## src/rtl/one_wire_bus_master_macros.svh

```systemverilog
// Assertion macros for the 1-Wire bus master.
`ifndef ONE_WIRE_BUS_MASTER_MACROS_SVH
`define ONE_WIRE_BUS_MASTER_MACROS_SVH

`ifndef SYNTH

`define OWBM_ASSERT_IMP(label, clk, rst_n, ante, cons) \
  label: assert property (@(posedge clk) disable iff (!rst_n) (ante) |-> (cons)) \
    else $error("owbm assertion failed");

`define OWBM_ASSERT_NXT(label, clk, rst_n, ante, cons) \
  label: assert property (@(posedge clk) disable iff (!rst_n) (ante) |=> (cons)) \
    else $error("owbm assertion failed");

`else

`define OWBM_ASSERT_IMP(label, clk, rst_n, ante, cons)

`define OWBM_ASSERT_NXT(label, clk, rst_n, ante, cons)

`endif

`endif

```

## src/rtl/owbm_pkg.sv

```systemverilog
// Types, constants and helpers shared by the 1-Wire bus master.
`timescale 1ns / 1ps

package owbm_pkg;

  localparam int unsigned TIME_W    = 10;
  localparam int unsigned CFG_IDX_W = 3;

  localparam logic [TIME_W-1:0] TIMER_MAX = 10'd1023;

  localparam logic [TIME_W-1:0] RST_RESET_LOW    = 10'd480;
  localparam logic [TIME_W-1:0] RST_PRES_WAIT    = 10'd70;
  localparam logic [TIME_W-1:0] RST_RECOVERY     = 10'd410;
  localparam logic [TIME_W-1:0] RST_WR_ONE_LOW   = 10'd6;
  localparam logic [TIME_W-1:0] RST_WR_ZERO_LOW  = 10'd60;
  localparam logic [TIME_W-1:0] RST_RD_LOW       = 10'd6;
  localparam logic [TIME_W-1:0] RST_RD_SAMPLE    = 10'd15;
  localparam logic [TIME_W-1:0] RST_SLOT         = 10'd70;

  typedef enum logic [1:0] {
    OP_TICK  = 2'd0,
    OP_RESET = 2'd1,
    OP_WRITE = 2'd2,
    OP_READ  = 2'd3
  } op_e;

  typedef enum logic [CFG_IDX_W-1:0] {
    CFG_RESET_LOW    = 3'd0,
    CFG_PRES_WAIT    = 3'd1,
    CFG_RECOVERY     = 3'd2,
    CFG_WR_ONE_LOW   = 3'd3,
    CFG_WR_ZERO_LOW  = 3'd4,
    CFG_RD_LOW       = 3'd5,
    CFG_RD_SAMPLE    = 3'd6,
    CFG_SLOT         = 3'd7
  } cfg_idx_e;

  typedef enum logic [2:0] {
    PH_IDLE      = 3'd0,
    PH_RST_LOW   = 3'd1,
    PH_RST_WAIT  = 3'd2,
    PH_RST_RECOV = 3'd3,
    PH_SLOT      = 3'd4
  } phase_e;

  typedef struct packed {
    logic [TIME_W-1:0] reset_low_time;
    logic [TIME_W-1:0] presence_wait_time;
    logic [TIME_W-1:0] reset_recovery_time;
    logic [TIME_W-1:0] write_one_low_time;
    logic [TIME_W-1:0] write_zero_low_time;
    logic [TIME_W-1:0] read_low_time;
    logic [TIME_W-1:0] read_sample_time;
    logic [TIME_W-1:0] slot_time;
  } cfg_t;

  typedef struct packed {
    logic [1:0] operation;
    logic [7:0] tx_byte;
    logic       line_in;
  } cmd_t;

  typedef struct packed {
    logic       line_low;
    logic       busy_res;
    logic       done_res;
    logic       presence;
    logic [7:0] rx_byte;
  } res_t;

  // A zero time behaves as one microsecond.
  function automatic logic [TIME_W-1:0] at_least_one(input logic [TIME_W-1:0] v);
    logic [TIME_W-1:0] r;
    r = (v == '0) ? {{(TIME_W-1){1'b0}}, 1'b1} : v;
    return r;
  endfunction

endpackage

```

## src/rtl/owbm_ifs.sv

```systemverilog
// Handshake channel interfaces: command in, result out, register write.
`timescale 1ns / 1ps

interface owbm_in_if;
  logic       valid;
  logic       ready;
  logic [1:0] operation;
  logic [7:0] tx_byte;
  logic       line_in;

  modport source (output valid, output operation, output tx_byte, output line_in,
                  input ready);
  modport sink   (input valid, input operation, input tx_byte, input line_in,
                  output ready);
endinterface

interface owbm_res_if;
  logic       valid;
  logic       ready;
  logic       line_low;
  logic       busy_res;
  logic       done_res;
  logic       presence;
  logic [7:0] rx_byte;

  modport source (output valid, output line_low, output busy_res, output done_res,
                  output presence, output rx_byte, input ready);
  modport sink   (input valid, input line_low, input busy_res, input done_res,
                  input presence, input rx_byte, output ready);
endinterface

interface owbm_cfg_if;
  logic       valid;
  logic       ready;
  logic [2:0] index;
  logic [9:0] data;

  modport source (output valid, output index, output data, input ready);
  modport sink   (input valid, input index, input data, output ready);
endinterface

```

## src/rtl/one_wire_bus_master.sv

```systemverilog
// Top level of the standard-speed 1-Wire bus master.
`timescale 1ns / 1ps

// One command or microsecond-tick word is taken per clock and its result word
// is offered from an output register: the word is captured in an input
// register, one pass of the sequencer logic updates the bus state, and the
// result lands in an output register. Both stages move together, so a stalled
// result holds the input stage while its slot stays full. Timing registers are
// written over the configuration channel, which is always ready, and must only
// be changed while the block is idle.
module one_wire_bus_master (
  input  logic        clk_i,
  input  logic        rst_ni,
  owbm_in_if.sink     in_i,
  owbm_res_if.source  res_o,
  owbm_cfg_if.sink    cfg_i
);

  owbm_pkg::cfg_t cfg_regs;
  owbm_pkg::cmd_t cmd_q;
  owbm_pkg::res_t res_d, res_q;
  logic           in_vld_q;
  logic           res_vld_q;
  logic           advance;
  logic           step;

  assign advance    = !res_vld_q || res_o.ready;
  assign step       = in_vld_q && advance;
  assign in_i.ready = !in_vld_q || advance;

  owbm_cfg_regs u_cfg (
    .clk_i  (clk_i),
    .rst_ni (rst_ni),
    .cfg_i  (cfg_i),
    .cfg_o  (cfg_regs)
  );

  owbm_core u_core (
    .clk_i  (clk_i),
    .rst_ni (rst_ni),
    .step_i (step),
    .cmd_i  (cmd_q),
    .cfg_i  (cfg_regs),
    .res_o  (res_d)
  );

  always_ff @(posedge clk_i or negedge rst_ni) begin
    if (!rst_ni) begin
      in_vld_q  <= 1'b0;
      res_vld_q <= 1'b0;
    end else begin
      if (in_i.ready) begin
        in_vld_q <= in_i.valid;
      end
      if (advance) begin
        res_vld_q <= in_vld_q;
      end
    end
  end

  always_ff @(posedge clk_i) begin
    if (in_i.ready && in_i.valid) begin
      cmd_q.operation <= in_i.operation;
      cmd_q.tx_byte   <= in_i.tx_byte;
      cmd_q.line_in   <= in_i.line_in;
    end
    if (step) begin
      res_q <= res_d;
    end
  end

  assign res_o.valid    = res_vld_q;
  assign res_o.line_low = res_q.line_low;
  assign res_o.busy_res = res_q.busy_res;
  assign res_o.done_res = res_q.done_res;
  assign res_o.presence = res_q.presence;
  assign res_o.rx_byte  = res_q.rx_byte;

endmodule

```

## src/rtl/owbm_cfg_regs.sv

```systemverilog
// Timing register file, written through the configuration channel.
`timescale 1ns / 1ps

module owbm_cfg_regs (
  input  logic              clk_i,
  input  logic              rst_ni,
  owbm_cfg_if.sink          cfg_i,
  output owbm_pkg::cfg_t    cfg_o
);

  owbm_pkg::cfg_t regs_q, regs_d;
  logic           wr_en;

  assign cfg_i.ready = 1'b1;
  assign wr_en       = cfg_i.valid;
  assign cfg_o       = regs_q;

  always_comb begin
    regs_d = regs_q;
    if (wr_en) begin
      case (owbm_pkg::cfg_idx_e'(cfg_i.index))
        owbm_pkg::CFG_RESET_LOW:   regs_d.reset_low_time      = cfg_i.data;
        owbm_pkg::CFG_PRES_WAIT:   regs_d.presence_wait_time  = cfg_i.data;
        owbm_pkg::CFG_RECOVERY:    regs_d.reset_recovery_time = cfg_i.data;
        owbm_pkg::CFG_WR_ONE_LOW:  regs_d.write_one_low_time  = cfg_i.data;
        owbm_pkg::CFG_WR_ZERO_LOW: regs_d.write_zero_low_time = cfg_i.data;
        owbm_pkg::CFG_RD_LOW:      regs_d.read_low_time       = cfg_i.data;
        owbm_pkg::CFG_RD_SAMPLE:   regs_d.read_sample_time    = cfg_i.data;
        owbm_pkg::CFG_SLOT:        regs_d.slot_time           = cfg_i.data;
        default:                   regs_d = regs_q;
      endcase
    end
  end

  always_ff @(posedge clk_i or negedge rst_ni) begin
    if (!rst_ni) begin
      regs_q.reset_low_time      <= owbm_pkg::RST_RESET_LOW;
      regs_q.presence_wait_time  <= owbm_pkg::RST_PRES_WAIT;
      regs_q.reset_recovery_time <= owbm_pkg::RST_RECOVERY;
      regs_q.write_one_low_time  <= owbm_pkg::RST_WR_ONE_LOW;
      regs_q.write_zero_low_time <= owbm_pkg::RST_WR_ZERO_LOW;
      regs_q.read_low_time       <= owbm_pkg::RST_RD_LOW;
      regs_q.read_sample_time    <= owbm_pkg::RST_RD_SAMPLE;
      regs_q.slot_time           <= owbm_pkg::RST_SLOT;
    end else begin
      regs_q <= regs_d;
    end
  end

endmodule

```

## src/rtl/owbm_core.sv

```systemverilog
// Bus sequencer: phase, microsecond timer, bit slots and byte shifter.
`timescale 1ns / 1ps

`include "one_wire_bus_master_macros.svh"

module owbm_core (
  input  logic              clk_i,
  input  logic              rst_ni,
  input  logic              step_i,
  input  owbm_pkg::cmd_t    cmd_i,
  input  owbm_pkg::cfg_t    cfg_i,
  output owbm_pkg::res_t    res_o
);

  owbm_pkg::phase_e                  phase_q, phase_d;
  logic [owbm_pkg::TIME_W-1:0]       timer_q, timer_d;
  logic [2:0]                        bit_q, bit_d;
  logic [7:0]                        shift_q, shift_d;
  logic                              is_read_q, is_read_d;
  logic                              pres_q, pres_d;
  logic                              drive_q, drive_d;
  logic [7:0]                        rx_q, rx_d;
  logic                              done_d;

  logic [owbm_pkg::TIME_W-1:0]       t_inc, slot_len, sample_pt, sample_raw, low_len;
  owbm_pkg::op_e                     op;

  assign op = owbm_pkg::op_e'(cmd_i.operation);

  always_comb begin
    slot_len   = owbm_pkg::at_least_one(cfg_i.slot_time);
    sample_raw = owbm_pkg::at_least_one(cfg_i.read_sample_time);
    sample_pt  = (sample_raw > slot_len) ? slot_len : sample_raw;
    if (is_read_q) begin
      low_len = owbm_pkg::at_least_one(cfg_i.read_low_time);
    end else if (shift_q[bit_q]) begin
      low_len = owbm_pkg::at_least_one(cfg_i.write_one_low_time);
    end else begin
      low_len = owbm_pkg::at_least_one(cfg_i.write_zero_low_time);
    end
    t_inc = (timer_q == owbm_pkg::TIMER_MAX) ? timer_q
                                             : timer_q + owbm_pkg::TIME_W'(1);
  end

  always_comb begin
    phase_d   = phase_q;
    timer_d   = timer_q;
    bit_d     = bit_q;
    shift_d   = shift_q;
    is_read_d = is_read_q;
    pres_d    = pres_q;
    drive_d   = drive_q;
    rx_d      = rx_q;
    done_d    = 1'b0;

    if (op == owbm_pkg::OP_TICK) begin
      if (phase_q != owbm_pkg::PH_IDLE) begin
        timer_d = t_inc;
      end
      case (phase_q)
        owbm_pkg::PH_IDLE: begin
          timer_d = timer_q;
        end
        owbm_pkg::PH_RST_LOW: begin
          if (t_inc >= owbm_pkg::at_least_one(cfg_i.reset_low_time)) begin
            drive_d = 1'b0;
            timer_d = '0;
            phase_d = owbm_pkg::PH_RST_WAIT;
          end
        end
        owbm_pkg::PH_RST_WAIT: begin
          if (t_inc >= owbm_pkg::at_least_one(cfg_i.presence_wait_time)) begin
            pres_d  = ~cmd_i.line_in;
            timer_d = '0;
            if (cfg_i.reset_recovery_time == '0) begin
              phase_d = owbm_pkg::PH_IDLE;
              done_d  = 1'b1;
            end else begin
              phase_d = owbm_pkg::PH_RST_RECOV;
            end
          end
        end
        owbm_pkg::PH_RST_RECOV: begin
          if (t_inc >= cfg_i.reset_recovery_time) begin
            timer_d = '0;
            phase_d = owbm_pkg::PH_IDLE;
            done_d  = 1'b1;
          end
        end
        owbm_pkg::PH_SLOT: begin
          if (t_inc >= low_len) begin
            drive_d = 1'b0;
          end
          if (is_read_q && (t_inc == sample_pt)) begin
            shift_d = {cmd_i.line_in, shift_q[7:1]};
          end
          if (t_inc >= slot_len) begin
            timer_d = '0;
            if (bit_q == 3'd7) begin
              if (is_read_q) begin
                rx_d = shift_d;
              end
              bit_d   = '0;
              drive_d = 1'b0;
              phase_d = owbm_pkg::PH_IDLE;
              done_d  = 1'b1;
            end else begin
              bit_d   = bit_q + 3'd1;
              drive_d = 1'b1;
            end
          end
        end
        default: begin
          phase_d = owbm_pkg::PH_IDLE;
          timer_d = '0;
          drive_d = 1'b0;
        end
      endcase
    end else if (phase_q == owbm_pkg::PH_IDLE) begin
      timer_d = '0;
      bit_d   = '0;
      drive_d = 1'b1;
      if (op == owbm_pkg::OP_RESET) begin
        phase_d = owbm_pkg::PH_RST_LOW;
      end else begin
        phase_d   = owbm_pkg::PH_SLOT;
        is_read_d = (op == owbm_pkg::OP_READ);
        shift_d   = (op == owbm_pkg::OP_READ) ? 8'h00 : cmd_i.tx_byte;
      end
    end
  end

  always_ff @(posedge clk_i or negedge rst_ni) begin
    if (!rst_ni) begin
      phase_q   <= owbm_pkg::PH_IDLE;
      timer_q   <= '0;
      bit_q     <= '0;
      shift_q   <= '0;
      is_read_q <= 1'b0;
      pres_q    <= 1'b0;
      drive_q   <= 1'b0;
      rx_q      <= '0;
    end else if (step_i) begin
      phase_q   <= phase_d;
      timer_q   <= timer_d;
      bit_q     <= bit_d;
      shift_q   <= shift_d;
      is_read_q <= is_read_d;
      pres_q    <= pres_d;
      drive_q   <= drive_d;
      rx_q      <= rx_d;
    end
  end

  // result word reflects state after this step
  always_comb begin
    res_o.line_low = drive_d;
    res_o.busy_res = (phase_d != owbm_pkg::PH_IDLE);
    res_o.done_res = done_d;
    res_o.presence = pres_d;
    res_o.rx_byte  = rx_d;
  end

  `OWBM_ASSERT_IMP(a_idle_released, clk_i, rst_ni, phase_q == owbm_pkg::PH_IDLE, !drive_q)
  `OWBM_ASSERT_IMP(a_bit_only_in_slot, clk_i, rst_ni, phase_q != owbm_pkg::PH_SLOT, bit_q == 3'd0)
  `OWBM_ASSERT_NXT(a_done_to_idle, clk_i, rst_ni, step_i && done_d, phase_q == owbm_pkg::PH_IDLE)

endmodule
```

## src/flat_wrapper.sv

```systemverilog
// flat-port wrapper written by rule: the top's interface ports become plain ports
module one_wire_bus_master_flat 
  (clk_i, rst_ni, in_i_valid, in_i_operation, in_i_tx_byte, in_i_line_in, in_i_ready, res_o_valid, res_o_line_low, res_o_busy_res, res_o_done_res, res_o_presence, res_o_rx_byte, res_o_ready, cfg_i_valid, cfg_i_index, cfg_i_data, cfg_i_ready);
  owbm_in_if in_i_i ();
  owbm_res_if res_o_i ();
  owbm_cfg_if cfg_i_i ();
  input  logic clk_i;
  input  logic rst_ni;
  input wire logic [$bits(in_i_i.valid)-1:0] in_i_valid;
  input wire logic [$bits(in_i_i.operation)-1:0] in_i_operation;
  input wire logic [$bits(in_i_i.tx_byte)-1:0] in_i_tx_byte;
  input wire logic [$bits(in_i_i.line_in)-1:0] in_i_line_in;
  output wire logic [$bits(in_i_i.ready)-1:0] in_i_ready;
  output wire logic [$bits(res_o_i.valid)-1:0] res_o_valid;
  output wire logic [$bits(res_o_i.line_low)-1:0] res_o_line_low;
  output wire logic [$bits(res_o_i.busy_res)-1:0] res_o_busy_res;
  output wire logic [$bits(res_o_i.done_res)-1:0] res_o_done_res;
  output wire logic [$bits(res_o_i.presence)-1:0] res_o_presence;
  output wire logic [$bits(res_o_i.rx_byte)-1:0] res_o_rx_byte;
  input wire logic [$bits(res_o_i.ready)-1:0] res_o_ready;
  input wire logic [$bits(cfg_i_i.valid)-1:0] cfg_i_valid;
  input wire logic [$bits(cfg_i_i.index)-1:0] cfg_i_index;
  input wire logic [$bits(cfg_i_i.data)-1:0] cfg_i_data;
  output wire logic [$bits(cfg_i_i.ready)-1:0] cfg_i_ready;
  assign in_i_i.valid = in_i_valid;
  assign in_i_i.operation = in_i_operation;
  assign in_i_i.tx_byte = in_i_tx_byte;
  assign in_i_i.line_in = in_i_line_in;
  assign in_i_ready = in_i_i.ready;
  assign res_o_valid = res_o_i.valid;
  assign res_o_line_low = res_o_i.line_low;
  assign res_o_busy_res = res_o_i.busy_res;
  assign res_o_done_res = res_o_i.done_res;
  assign res_o_presence = res_o_i.presence;
  assign res_o_rx_byte = res_o_i.rx_byte;
  assign res_o_i.ready = res_o_ready;
  assign cfg_i_i.valid = cfg_i_valid;
  assign cfg_i_i.index = cfg_i_index;
  assign cfg_i_i.data = cfg_i_data;
  assign cfg_i_ready = cfg_i_i.ready;
  one_wire_bus_master u_core (.clk_i(clk_i), .rst_ni(rst_ni), .in_i(in_i_i), .res_o(res_o_i), .cfg_i(cfg_i_i));
endmodule
```

## config.mk

```make
export PLATFORM = sky130hd
export DESIGN_NAME = one_wire_bus_master_flat
export DESIGN_NICKNAME = d
export VERILOG_FILES = /design/src/rtl/owbm_pkg.sv /design/src/rtl/owbm_ifs.sv /design/src/rtl/one_wire_bus_master.sv /design/src/rtl/owbm_cfg_regs.sv /design/src/rtl/owbm_core.sv /design/src/flat_wrapper.sv
export VERILOG_INCLUDE_DIRS = /design/src /design/src/rtl
export SDC_FILE = /design/constraint.sdc
export NUM_CORES = 1
export LEC_CHECK = 0
export ABC_CLOCK_PERIOD_IN_PS = 4100
export BUFFER_PORTS_ARGS = -buffer_cell sky130_fd_sc_hd__buf_2
export CORE_MARGIN = 2
export CORE_UTILIZATION = 56
export CTS_CLUSTER_DIAMETER = 150
export CTS_CLUSTER_SIZE = 14
export DETAILED_ROUTE_END_ITERATION = 7
export PLACE_DENSITY_LB_ADDON = 0.2
export SETUP_SLACK_MARGIN = 0.15
export SLEW_MARGIN = 5
export SYNTH_ARGS = -nofsm -noshare
export SYNTH_HDL_FRONTEND = slang
export SYNTH_SLANG_ARGS = --single-unit
export TNS_END_PERCENT = 30
```

## constraint.sdc

```tcl
create_clock -name clk_i -period 4.1 [get_ports clk_i]
set_clock_uncertainty 0.2 [all_clocks]
set_input_delay 0.41 -clock clk_i [delete_from_list [all_inputs] [get_ports clk_i]]
set_output_delay 0.41 -clock clk_i [all_outputs]
set_load 0.05 [all_outputs]
```

==> results of run 1 <==
[cell type report]
cell class,count,area share
clock buffers,23,0.04717
clock inverters,9,0.01148
inverters,61,0.02308
multi-input cells,588,0.4497
flip-flops and latches,140,0.3690
well taps,184,0.02321
repair buffers,103,0.07630
[tightest hold or removal path, stage by stage]
cell and delay [ns]:
buf_2 0.08, nand2b_1 0.11, nand2b_1 0.06
[layer usage]
layer  vias to the layer above  wire length [um]  track usage
met1                      3330              9202       0.3682
li1                       3197                 -            -
met4                         0               789       0.1202
met3                        74              1197      0.04800
met5                         -                 0            0
met2                       235             10650       0.4646
[metrics by stage]
step | hold slack (ns) | utilization | instances | power, mW
finish | 0.07802 | 0.6826 | 1108 | 4.946
detailed placement | 0.2826 | 0.6191 | 1054 | 3.289
global route | 0.1072 | 0.6826 | 1108 | 5.212
floorplan | -0.08559 | - | 823 | 2.851
CTS | 0.06895 | 0.6709 | 1101 | 4.856
global placement | 0.2674 | 0.6191 | 1054 | 3.209
[layout by cell type, fill, tap and decap left out, types with 13 or more instances in the layout]
master / instances
edfxtp_1: 23
o21ai_1: 13
mux2_2: 57
inv_1: 57
nor3_1: 15
dfstp_2: 27
ha_1: 63
nor2_1: 43
buf_2: 41
a21oi_1: 44
a21o_1: 21
dfrtp_1: 83
clkbuf_16: 17
nand2b_1: 16
o21ai_0: 47
nand2_1: 74
buf_4: 44
dlygate4sd3_1: 13
mux2i_1: 13
[repair_timing]
action	4_1_cts	5_1_grt
setup endpoints to repair	26	36
pin swaps	5	14
hold buffers	13	0
cloned	0	0
hold endpoints to repair	15	0
buffers inserted	2	7
resized for setup	9	30
[where the power goes]
part           switching [mW]  total (mW)  internal (mW)
Clock                   0.590        1.52          0.932
Combinational           0.801        1.49          0.687
Sequential              0.237        1.94           1.70
Total                    1.63        4.95           3.32
[flip-flops by register name, indices dropped and copies added (netlist names)]
signal and cells:
u_core.u_core.rx_q 8, u_core.u_core.shift_q 8, u_core.res_o.done_res 1, u_core.u_core.timer_q 10, u_core.res_o.rx_byte 8, u_core.res_o.presence 1, u_core.res_o.busy_res 1, u_core.u_core.pres_q 1
u_core.u_cfg.cfg_o 80, u_core.u_core.drive_q 1, u_core.u_core.is_read_q 1, u_core.res_o.line_low 1, u_core.cmd_q 11, u_core.res_o.valid 1, u_core.u_core.bit_q 3, u_core.u_core.phase_q 3
u_core.in_vld_q 1
[cells by family after synthesis]
group,count (synthesis),synth area share
fa+ha+maj,64,0.09608
other cells,1,0.0004500
compound gates,215,0.1716
xor+xnor,4,0.004204
flops,140,0.4382
buf+inv,95,0.04489
mux,76,0.1028
simple gates,228,0.1417
[worst paths after layout]
| kind | from | to | cells after the start |
|---|---|---|---|
| hold / removal | res_o_ready | u_core.res_o.valid$_DFFE_PN0P_ | 3 |
| min in group asynchronous | rst_ni | u_core.u_cfg.cfg_o[0]$_DFFE_PN0P_ | 2 |
| max in group asynchronous | rst_ni | u_core.u_cfg.cfg_o[35]$_DFFE_PN1P_ | 3 |
| hold reg to reg | u_core.u_core.rx_q[3]$_DFFE_PN0P_ | u_core.u_core.rx_q[3]$_DFFE_PN0P_ | 2 |
| setup reg to reg | u_core.u_cfg.cfg_o[16]$_DFFE_PN0P_ | u_core.res_o.rx_byte[7]$_DFFE_PP_ | 13 |
| setup / recovery | u_core.u_cfg.cfg_o[16]$_DFFE_PN0P_ | u_core.res_o.rx_byte[7]$_DFFE_PP_ | 13 |
==> metrics.md, run 1 <==
| Metric | Value |
|---|---|
| Status | `complete, no violations` |
| Yosys warnings | `0` |
| Clock transition at path regs | `0.06 ns` |
| CTS tree | `built` |
| Setup TNS | `0 ns` |
| Static leakage | `4.461 nW` |
| Initial DRC Count | `588` |
| Nets | `1004` |
| Slowest CP cell | `dfrtp_1` |
| Post-Syn Nets | `916` |
| Sequential share of the synthesized area | `0.4382` |
| Row count | `44` |
| Share of the synthesized area in the top cell type | `0.2702` |
| Min-delay worst type | `input port to flop` |
| Largest net degree at the start of global routing | `77` |
| ANT cells | `0` |
| Worst-path cell chain | `nor4_2 -> a31oi_1 -> ha_1 -> nand2b_1 -> a211oi_2 -> a2111o_1 -> nand2_1 -> a211oi_1 -> o21ai_1 -> nor4_4 -> buf_12 -> mux2i_1 -> a21oi_1` |
| Final hold violation count | `0` |
| Fmax | `259.2 MHz` |
| Total GRT Usage | `0.2814` |
| Root buffer cell | `clkbuf_16` |
| GPL Wtd Cong | `0.8796` |
| Critical Path Max Stage Delay | `0.40 ns` |
| WS Path Type | `flop to flop` |
| Dpl cell area | `8997 sq um` |
| Vias in the first global route | `7085` |
| Setup WS post-layout | `0.2426 ns` |
| Multi-input gate area | `4462 sq um` |
| First-pass GRT wire length | `35.39 mm` |
| Post-DRT Antenna Nets | `0` |
| Drt pass-1 iters | `6` |
| Final Max Slew Viols | `0` |
| Cell Pwr Density | `498.5 nW/um^2` |
| Final setup viols | `0` |
| CP Launch Type | `flop` |
| CP Buf/Inv Count | `1` |
| Inserted Clock Buffers | `17` |
| Layout cells sized above 1 | `0.2727` |
| Critical-path maximum fanout | `17` |
| Die Width | `126.0 um` |
| Worst Tran Pin Value | `1.006 ns` |
| Largest area contributor in the synthesized netlist | `dfrtp_1` |
| CP required | `4.07 ns` |
| GRT overflow | `0` |
| Min cycle time layout | `3.857 ns` |
| Initial Util | `0.5734` |
| Yosys cell types | `72` |
| Clock Tree Buf Depth | `2` |
| Tcrit/Tclk final | `0.9408` |
| Port bufs | `42` |
| RSZ-0062 raised after global routing | `true` |
| Wire length per cell | `19.71 um` |
| Rel. slew slack | `0.3296` |
| # IOs | `44` |
| Top delay family on crit path | `compound AO/OA/AOI/OAI gates` |
| Sinks on Clock Net | `140` |
| Initial antenna violation count | `0` |
| Vias per cell | `6.170` |
| Worst setup EP type | `flop` |
| Max_cap viols | `0` |
| Fillcell total | `1141` |
| Sequential standard cell area | `3661 sq um` |
| Mapped Area | `8334 sq um` |
| Htree depth | `4` |
| Routed wire length | `21.84 mm` |
| HPWL after DPL | `15.50 mm` |
| Syn Inst Count | `823` |
| Asr flop ratio synth | `0.8357` |
| Vias | `6836` |
| CORE AREA | `14530 sq um` |
| Final Cell Area | `9921 sq um` |
| Maximum vdd drop | `367.7 uV` |
| DR DRC count | `0` |
| Synth Register Bits | `140` |
| Post-synthesis average cell area | `10.13 sq um` |
| Arr. time, crit path | `3.83 ns` |
| Ys flop type | `dfrtp_1` |
| Most common cell in the netlist | `dfrtp_1` |
| Worst-Skew Late Latency | `0.42 ns` |
| Synth area leaders | `dfrtp_1 (27%), ha_1 (9.6%), dfstp_2 (8.5%)` |
| Die area | `15870 sq um` |
| Commonest cells post-synth | `dfrtp_1 (90), nand2_1 (75), ha_1 (64)` |
| Die height | `126.0 um` |
| Pre-CTS setup slack | `0.007765 ns` |
| Flop2flop setup slack | `0.24 ns` |
| Area grow syn2layout | `19.04%` |
| EDFF count, synth | `23` |
(Power assumes the default switching activity.)
==> run 2: changes to the inputs <==
- ABC_AREA: unset -> 1
==> metrics.md, run 2 <==
| Metric | Value |
|---|---|
| Min-delay worst type | `input port to flop (unchanged)` |
| ANT cells | `0 (unchanged)` |
| Nets | `1232 (was 1004)` |
| Initial DRC Count | `612 (was 588)` |
| Largest family of logic cells by synthesized area | `simple AND/OR/NAND/NOR gates (was compound AO/OA/AOI/OAI gates)` |
| Min cycle time layout | `3.615 ns (was 3.857 ns)` |
| Status | `complete, no violations (unchanged)` |
| Max_cap viols | `0 (unchanged)` |
| Most frequent cells in the layout | `nand2_1 (260), inv_1 (125), o21ai_0 (122), nand3_1 (95), dfrtp_1 (90) (was dfrtp_1 (83), nand2_1 (74), ha_1 (63), inv_1 (57), mux2_2 (57))` |
| Root buffer cell | `clkbuf_16 (unchanged)` |
| Net Switching | `2.532 mW (was 1.627 mW)` |
| Worst-Skew Late Latency | `0.44 ns (was 0.42 ns)` |
| Die area | `16460 sq um (was 15870 sq um)` |
| Clock transition at path regs | `0.06 ns (about the same)` |
| Syn Inst Count | `1097 (was 823)` |
| Tot Pwr | `6.121 mW (was 4.946 mW)` |
| WS Path Type | `flop to flop (unchanged)` |
| Sequential share of the synthesized area | `0.4220 (was 0.4382)` |
| Mapped Area | `8655 sq um (was 8334 sq um)` |
| Row count | `45 (was 44)` |
| HPWL after DPL | `15.29 mm (was 15.50 mm)` |
| Initial antenna violation count | `0 (unchanged)` |
| Setup WS post-layout | `0.4852 ns (was 0.2426 ns)` |
| Maximum vdd drop | `361.4 uV (was 367.7 uV)` |
| Final Max Slew Viols | `0 (unchanged)` |
| Arr. time, crit path | `3.60 ns (was 3.83 ns)` |
| Commonest cells post-synth | `nand2_1 (261), inv_1 (126), o21ai_0 (122) (was dfrtp_1 (90), nand2_1 (75), ha_1 (64))` |
| Static leakage | `4.855 nW (was 4.461 nW)` |
| Fmax | `276.6 MHz (was 259.2 MHz)` |
| CORE AREA | `15150 sq um (was 14530 sq um)` |
| Drt pass-1 iters | `5 (was 6)` |
| Routed wire length | `21.63 mm (was 21.84 mm)` |
| Synth Register Bits | `140 (unchanged)` |
| Synth area leaders | `dfrtp_1 (26%), nand2_1 (11%), ha_1 (9.3%) (was dfrtp_1 (27%), ha_1 (9.6%), dfstp_2 (8.5%))` |
| Yosys warnings | `0 (unchanged)` |
| Worst Tran Pin Value | `1.068 ns (was 1.006 ns)` |
| Final hold violation count | `0 (unchanged)` |
| Most common cell in the netlist | `nand2_1 (was dfrtp_1)` |
| Post-synthesis average cell area | `7.889 sq um (was 10.13 sq um)` |
| Critical-path maximum fanout | `16 (was 17)` |
| Tcrit/Tclk final | `0.8817 (was 0.9408)` |
| EDFF count, synth | `23 (unchanged)` |
| M3 GR Usage | `0.06928 (was 0.04800)` |
| Post-Syn Nets | `1190 (was 916)` |
| Post-synthesis mux area share | `0 (was 0.1028)` |
| Finished Layout Cells | `1340 (was 1108)` |
| First-pass GRT wire length | `35.61 mm (was 35.39 mm)` |
| Total GRT Usage | `0.2791 (was 0.2814)` |
| Layout cells sized above 1 | `0.1458 (was 0.2727)` |
| Largest area contributor in the synthesized netlist | `dfrtp_1 (unchanged)` |
| Vias per cell | `5.619 (was 6.170)` |
| Most common cell after layout, fill and taps aside | `nand2_1 (was dfrtp_1)` |
| RSZ-0062 raised after global routing | `true (unchanged)` |
| Max FFs per register | `80 (unchanged)` |
| Vias in the first global route | `7046 (was 7085)` |
| Combinational power share | `0.397 (was 0.301)` |
| M2 GR Usage | `0.4402 (was 0.4646)` |
| Yosys cell types | `46 (was 72)` |
| Compound-gate portion of the synthesized area | `0.1311 (was 0.1716)` |
| Inserted Clock Buffers | `17 (unchanged)` |
| Htree depth | `4 (unchanged)` |
| Synth Area in Adders | `0.09253 (was 0.09608)` |
| # IOs | `44 (unchanged)` |
| Wire length per cell | `16.14 um (was 19.71 um)` |
| CTS tree | `built (unchanged)` |
| Vias | `7530 (was 6836)` |
| Post-DRT Antenna Nets | `0 (unchanged)` |
| Clock Tree Buf Depth | `2 (unchanged)` |
| Initial Util | `0.5714 (was 0.5734)` |
| Rel. slew slack | `0.2843 (was 0.3296)` |
| CP required | `4.09 ns (was 4.07 ns)` |
| Placed cell count | `1295 (was 1054)` |
| CP Launch Type | `flop (unchanged)` |
| DR DRC count | `0 (unchanged)` |
| Cell Pwr Density | `626.1 nW/um^2 (was 498.5 nW/um^2)` |
| Internal | `3.589 mW (was 3.318 mW)` |
| Area grow syn2layout | `12.95% (was 19.04%)` |
| Sinks on Clock Net | `140 (unchanged)` |
| Sequential power share | `0.334 (was 0.391)` |
| GR Util met1 | `0.3785 (was 0.3682)` |
| Post-Synth Simple-Gate Area | `0.2716 (was 0.1417)` |
| Largest net degree at the start of global routing | `64 (was 77)` |
| XOR/XNOR share of the synthesized area | `0.004048 (was 0.004204)` |
| Worst setup EP type | `flop (unchanged)` |
| GPL Wtd Cong | `0.9325 (was 0.8796)` |
| Top Usage Layer GRT | `met2 (unchanged)` |
| Die Width | `128.3 um (was 126.0 um)` |
| Pre-CTS setup slack | `0.4612 ns (was 0.007765 ns)` |
| Share of the synthesized area in the top cell type | `0.2602 (was 0.2702)` |
| GRT overflow | `0 (unchanged)` |
| Setup TNS | `0 ns (unchanged)` |
| Asr flop ratio synth | `0.8357 (unchanged)` |
| Ys flop type | `dfrtp_1 (unchanged)` |
| Net Sw Frac | `0.4137 (was 0.3290)` |
| Port bufs | `42 (unchanged)` |
| Clock Power Share | `0.269 (was 0.308)` |
| Final setup viols | `0 (unchanged)` |
| Die height | `128.3 um (was 126.0 um)` |
==> run 2: cell count changes in the layout (fill, tap and decap cells not counted), sizes merged, moves of 21 or more <==
cell,delta
nand2,+202
nand3,+92
inv,+75
o21ai,+60
mux2,-57
buf,-42
nor2,+24
a21o,-21
==> run 2: what timing repair did <==
action | CTS | global route
hold buffers | 13 | 0
resized for setup | 0 | 2
hold endpoints to repair | 60 | 0
setup endpoints to repair | 0 | 2
setup buffers | 0 | 0
==> run 2: area by class of cell <==
| cell class | instances | area, sq um |
|---|---|---|
| Clock buffer | 22 | 518.0 |
| Fill cell | 1248 | 5370 |
| Tap cell | 188 | 235.2 |
| Timing Repair Buffer | 61 | 400.4 |
| Sequential cell | 140 | 3652 |
| Clock inverter | 10 | 121.4 |
| Inverter | 137 | 515.5 |
| Multi-Input combinational cell | 782 | 4333 |
==> run 2: path summary, 6_finish.rpt <==
path / startpoint / to / slack (ns) / cells after the start
worst max-delay path: u_core.u_core.timer_q[0]$_DFFE_PN0P_ / u_core.res_o.rx_byte[2]$_DFFE_PP_ / 0.49 / 17
min in group asynchronous: rst_ni / u_core.u_core.timer_q[3]$_DFFE_PN0P_ / 0.38 / 2
worst min register to register: u_core.u_core.rx_q[0]$_DFFE_PN0P_ / u_core.u_core.rx_q[0]$_DFFE_PN0P_ / 0.28 / 2
worst min-delay path: cfg_i_data[0] / u_core.u_cfg.cfg_o[0]$_DFFE_PN0P_ / 0.02 / 3
worst max register to register: u_core.u_core.timer_q[0]$_DFFE_PN0P_ / u_core.res_o.rx_byte[2]$_DFFE_PP_ / 0.49 / 17
max in group asynchronous: rst_ni / u_core.u_cfg.cfg_o[66]$_DFFE_PN1P_ / 2.48 / 3
==> run 2: critical path: stages, from the launching register on <==
cell and delay [ns]:
dfrtp_1 0.45, ha_1 0.24, nand3_2 0.12, inv_2 0.10
nand2_4 0.06, clkinv_2 0.06, nand3_4 0.14, nand2_1 0.35
ha_1 0.32, nand2_1 0.11, nor2_1 0.07, o211ai_1 0.08
nand3_1 0.09, a31o_2 0.24, nand2_1 0.06, inv_1 0.18
or2_2 0.35, and2_1 0.16
==> run 2: through the flow <==
step,utilization,instance area (sq um),hold WS (ns)
2_1_floorplan,-,8655,-0.08559
3_3_place_gp,0.5945,9004,0.2535
3_5_place_dp,0.5945,9004,0.2656
4_1_cts,0.6453,9773,0.007766
5_1_grt,0.6454,9776,0.01955
6_report,0.6454,9776,0.01697
==> run 2: kinds of logic (layout without fill, tap and decap cells) <==
logic type               Yosys count  in the layout
XOR/XNOR                           4              4
other                              1              1
AO/OA/AOI/OAI                    209            209
AND/OR/NAND/NOR                  504            504
adder cells (fa/ha/maj)           64             64
flip-flops                       140            140
buffers and inverters            175            230
==> run 2: routing by layer <==
layer / vias up / routed length [um] / part of all wire
met5: - / 0 / 0
met4: 0 / 355 / 0.016
met3: 34 / 1631 / 0.075
met2: 285 / 9888 / 0.46
met1: 3467 / 9753 / 0.45
li1: 3744 / - / -
==> run 2: power groups by stage <==
stage	combinational, mW	sequential [mW]	clock, mW
detailed placement	2.38	2.05	0
finish	2.43	2.04	1.65
CTS	2.41	2.03	1.66
floorplan	1.82	2.01	0
global placement	2.33	2.04	0
global route	2.76	2.08	1.72
==> run 3: changes to the inputs <==
- ABC_CLOCK_PERIOD_IN_PS: 4100 -> 3300
- clock period: 4.1 -> 3.3 ns (I/O delays scaled with it)
==> metrics.md, run 3 (synthesized netlist as in run 2, its figures left out) <==
| Metric | Value |
|---|---|
| Critical Path Max Stage Delay | `0.41 ns (was 0.45 ns)` |
| CORE AREA | `15150 sq um (unchanged)` |
| Sinks on Clock Net | `140 (unchanged)` |
| Vias in the first global route | `7426 (was 7046)` |
| Status | `finished, violations left (was complete, no violations)` |
| Slowest CP cell | `dfrtp_1 (unchanged)` |
| Final setup viols | `2 (was 0)` |
| HPWL after DPL | `16.33 mm (was 15.29 mm)` |
| Fmax | `302.7 MHz (was 276.6 MHz)` |
| RSZ-0062 raised after global routing | `true (unchanged)` |
| Total GRT Usage | `0.2979 (was 0.2791)` |
| Worst-Skew Late Latency | `0.43 ns (was 0.44 ns)` |
| Sequential standard cell area | `3655 sq um (was 3652 sq um)` |
| Setup WS post-layout | `-0.004007 ns (was 0.4852 ns)` |
| Worst-path cell chain | `ha_2 -> nand3_2 -> inv_2 -> nand2_4 -> clkinv_4 -> nand3_4 -> nand2_2 -> nand2_2 -> clkinv_4 -> ha_4 -> inv_2 -> nor2_2 -> o211ai_1 -> nand3_1 -> a31o_2 -> nand2_2 -> inv_4 -> buf_6 -> or2_4 -> and2_4 (was ha_1 -> nand3_2 -> inv_2 -> nand2_4 -> clkinv_2 -> nand3_4 -> nand2_1 -> ha_1 -> nand2_1 -> nor2_1 -> o211ai_1 -> nand3_1 -> a31o_2 -> nand2_1 -> inv_1 -> or2_2 -> and2_1)` |
| Row count | `45 (unchanged)` |
| Fillcell total | `1081 (was 1248)` |
| GPL Wtd Cong | `0.9242 (was 0.9325)` |
| Most common cell after layout, fill and taps aside | `nand2_1 (unchanged)` |
| First-pass GRT wire length | `37.85 mm (was 35.61 mm)` |
| DR DRC count | `0 (unchanged)` |
| Setup TNS | `-0.006924 ns (was 0 ns)` |
| Clock Tree Buf Depth | `2 (unchanged)` |
| Arr. time, crit path | `3.28 ns (was 3.60 ns)` |
| Top cell by count, worst path | `nand2_2 (was nand2_1)` |
| Wire length per cell | `17.59 um (was 16.14 um)` |
| Final Max Slew Viols | `0 (unchanged)` |
| CTS tree | `built (unchanged)` |
| Max FFs per register | `80 (unchanged)` |
| End-of-flow core utilization | `0.7378 (was 0.6454)` |
| Port bufs | `42 (unchanged)` |
| WS Path Type | `flop to flop (unchanged)` |
| Initial DRC Count | `783 (was 612)` |
| Nets | `1330 (was 1232)` |
| Maximum vdd drop | `550.2 uV (was 361.4 uV)` |
| Static leakage | `5.402 nW (was 4.855 nW)` |
| Critical-path maximum fanout | `7 (was 16)` |
| Failing checks | `negative setup slack` |
| GRT overflow | `0 (unchanged)` |
| Root buffer cell | `clkbuf_16 (unchanged)` |
| Post-DRT Antenna Nets | `0 (unchanged)` |
| CP Launch Type | `flop (unchanged)` |
| Min cycle time layout | `3.304 ns (was 3.615 ns)` |
| Final Cell Area | `11170 sq um (was 9776 sq um)` |
| Clock transition at path regs | `0.06 ns (about the same)` |
| Htree depth | `4 (unchanged)` |
| Area grow syn2layout | `29.12% (was 12.95%)` |
| Multi-input gate area | `5001 sq um (was 4333 sq um)` |
| Most frequent cells in the layout | `nand2_1 (233), inv_1 (118), o21ai_0 (112), dfrtp_1 (88), buf_4 (80) (was nand2_1 (260), inv_1 (125), o21ai_0 (122), nand3_1 (95), dfrtp_1 (90))` |
| Final hold violation count | `0 (unchanged)` |
| Tcrit/Tclk final | `1.001 (was 0.8817)` |
| Routed wire length | `25.30 mm (was 21.63 mm)` |
| Initial antenna violation count | `0 (unchanged)` |
| Die Width | `128.3 um (unchanged)` |
| Vias per cell | `5.800 (was 5.619)` |
| Drt pass-1 iters | `6 (was 5)` |
| Cell Pwr Density | `774.6 nW/um^2 (was 626.1 nW/um^2)` |
| Max_cap viols | `0 (unchanged)` |
| Inserted Clock Buffers | `17 (unchanged)` |
| Vias | `8340 (was 7530)` |
| # IOs | `44 (unchanged)` |
| Largest net degree at the start of global routing | `55 (was 64)` |
| Rel. slew slack | `0.5246 (was 0.2843)` |
| Layout cells sized above 1 | `0.2856 (was 0.1458)` |
| Dpl cell area | `9359 sq um (was 9004 sq um)` |
| Die height | `128.3 um (unchanged)` |
| Initial Util | `0.5714 (unchanged)` |
| Min-delay worst type | `input port to flop (unchanged)` |
| ANT cells | `0 (unchanged)` |
| Die area | `16460 sq um (unchanged)` |
| CP required | `3.28 ns (was 4.09 ns)` |
| Worst setup EP type | `flop (unchanged)` |
| Worst Tran Pin Value | `0.7131 ns (was 1.068 ns)` |
-- run 3: changes by cell type in the layout (fill, tap and decap cells not counted), moves of 11 or more --
cell           before  now
a21oi_1            54   42
nand3_1            95   79
nand2_2            14   29
nand3_2             4   16
nand2_1           260  233
buf_4               6   80
dlygate4sd3_1      13   24
-- run 3: report_power, final --
part	switching [mW]	internal (mW)
sequential	0.312	2.17
combinational	2.64	1.65
clock	0.766	1.12
total	3.71	4.94
-- run 3: critical path: cells and delay by family, from the launching register on --
family,cells,cell delay [ns]
AOI/OAI and AO/OA,2,0.40
adders and majority gates,2,0.48
buffers and inverters,6,0.51
DFF,1,0.41
and+or+nand+nor,10,1.04
-- run 3: metrics by stage --
stage | hold WS, ns | std cells | setup WS [ns] | power (mW)
floorplan | -0.1656 | 1097 | 0.1200 | 4.779
global placement | 0.2240 | 1340 | -0.04304 | 5.756
detailed placement | 0.2172 | 1340 | -0.06340 | 5.830
CTS | 0.2616 | 1403 | 0.1189 | 7.929
global route | 0.3009 | 1438 | -0.1680 | 9.186
finish | 0.2728 | 1438 | -0.004007 | 8.655
-- run 3: path summary, 6_finish.rpt --
check	cells past startpoint	from	slack (ns)	to
max in group asynchronous	3	rst_ni	1.77	u_core.u_cfg.cfg_o[33]$_DFFE_PN1P_
max	20	u_core.u_core.timer_q[1]$_DFFE_PN0P_	-0.004	u_core.res_o.rx_byte[4]$_DFFE_PP_
min	6	cfg_i_index[2]	0.27	u_core.u_cfg.cfg_o[6]$_DFFE_PN1P_
min reg2reg	2	u_core.u_core.rx_q[3]$_DFFE_PN0P_	0.28	u_core.u_core.rx_q[3]$_DFFE_PN0P_
min in group asynchronous	2	rst_ni	0.29	u_core.u_core.timer_q[2]$_DFFE_PN0P_
max reg2reg	20	u_core.u_core.timer_q[1]$_DFFE_PN0P_	-0.004	u_core.res_o.rx_byte[4]$_DFFE_PP_
-- run 3: what timing repair did --
item | CTS | global route
endpoints found under the hold margin | 60 | 0
gates cloned | 1 | 3
resized for setup | 34 | 134
hold buffers | 24 | 0
pin swaps | 8 | 61
endpoints found under the setup margin | 26 | 46
setup buffers | 6 | 32
-- run 3: cell type report --
class	count	area share
clock buffer	19	0.03874
inverter	137	0.04736
sequential	140	0.3271
clock inverter	13	0.01265
tap	188	0.02105
multi-input combinational	786	0.4475
timing repair buffer	155	0.1056
-- run 3: per-layer routing --
layer / up-vias / share of wire / GRT usage / wire length [um]
li1: 3950 / - / - / -
met1: 3974 / 0.43 / 0.4147 / 10940
met2: 349 / 0.47 / 0.4703 / 11850
met3: 67 / 0.068 / 0.05760 / 1711
met4: 0 / 0.032 / 0.1021 / 804
met5: - / 0 / 0 / 0
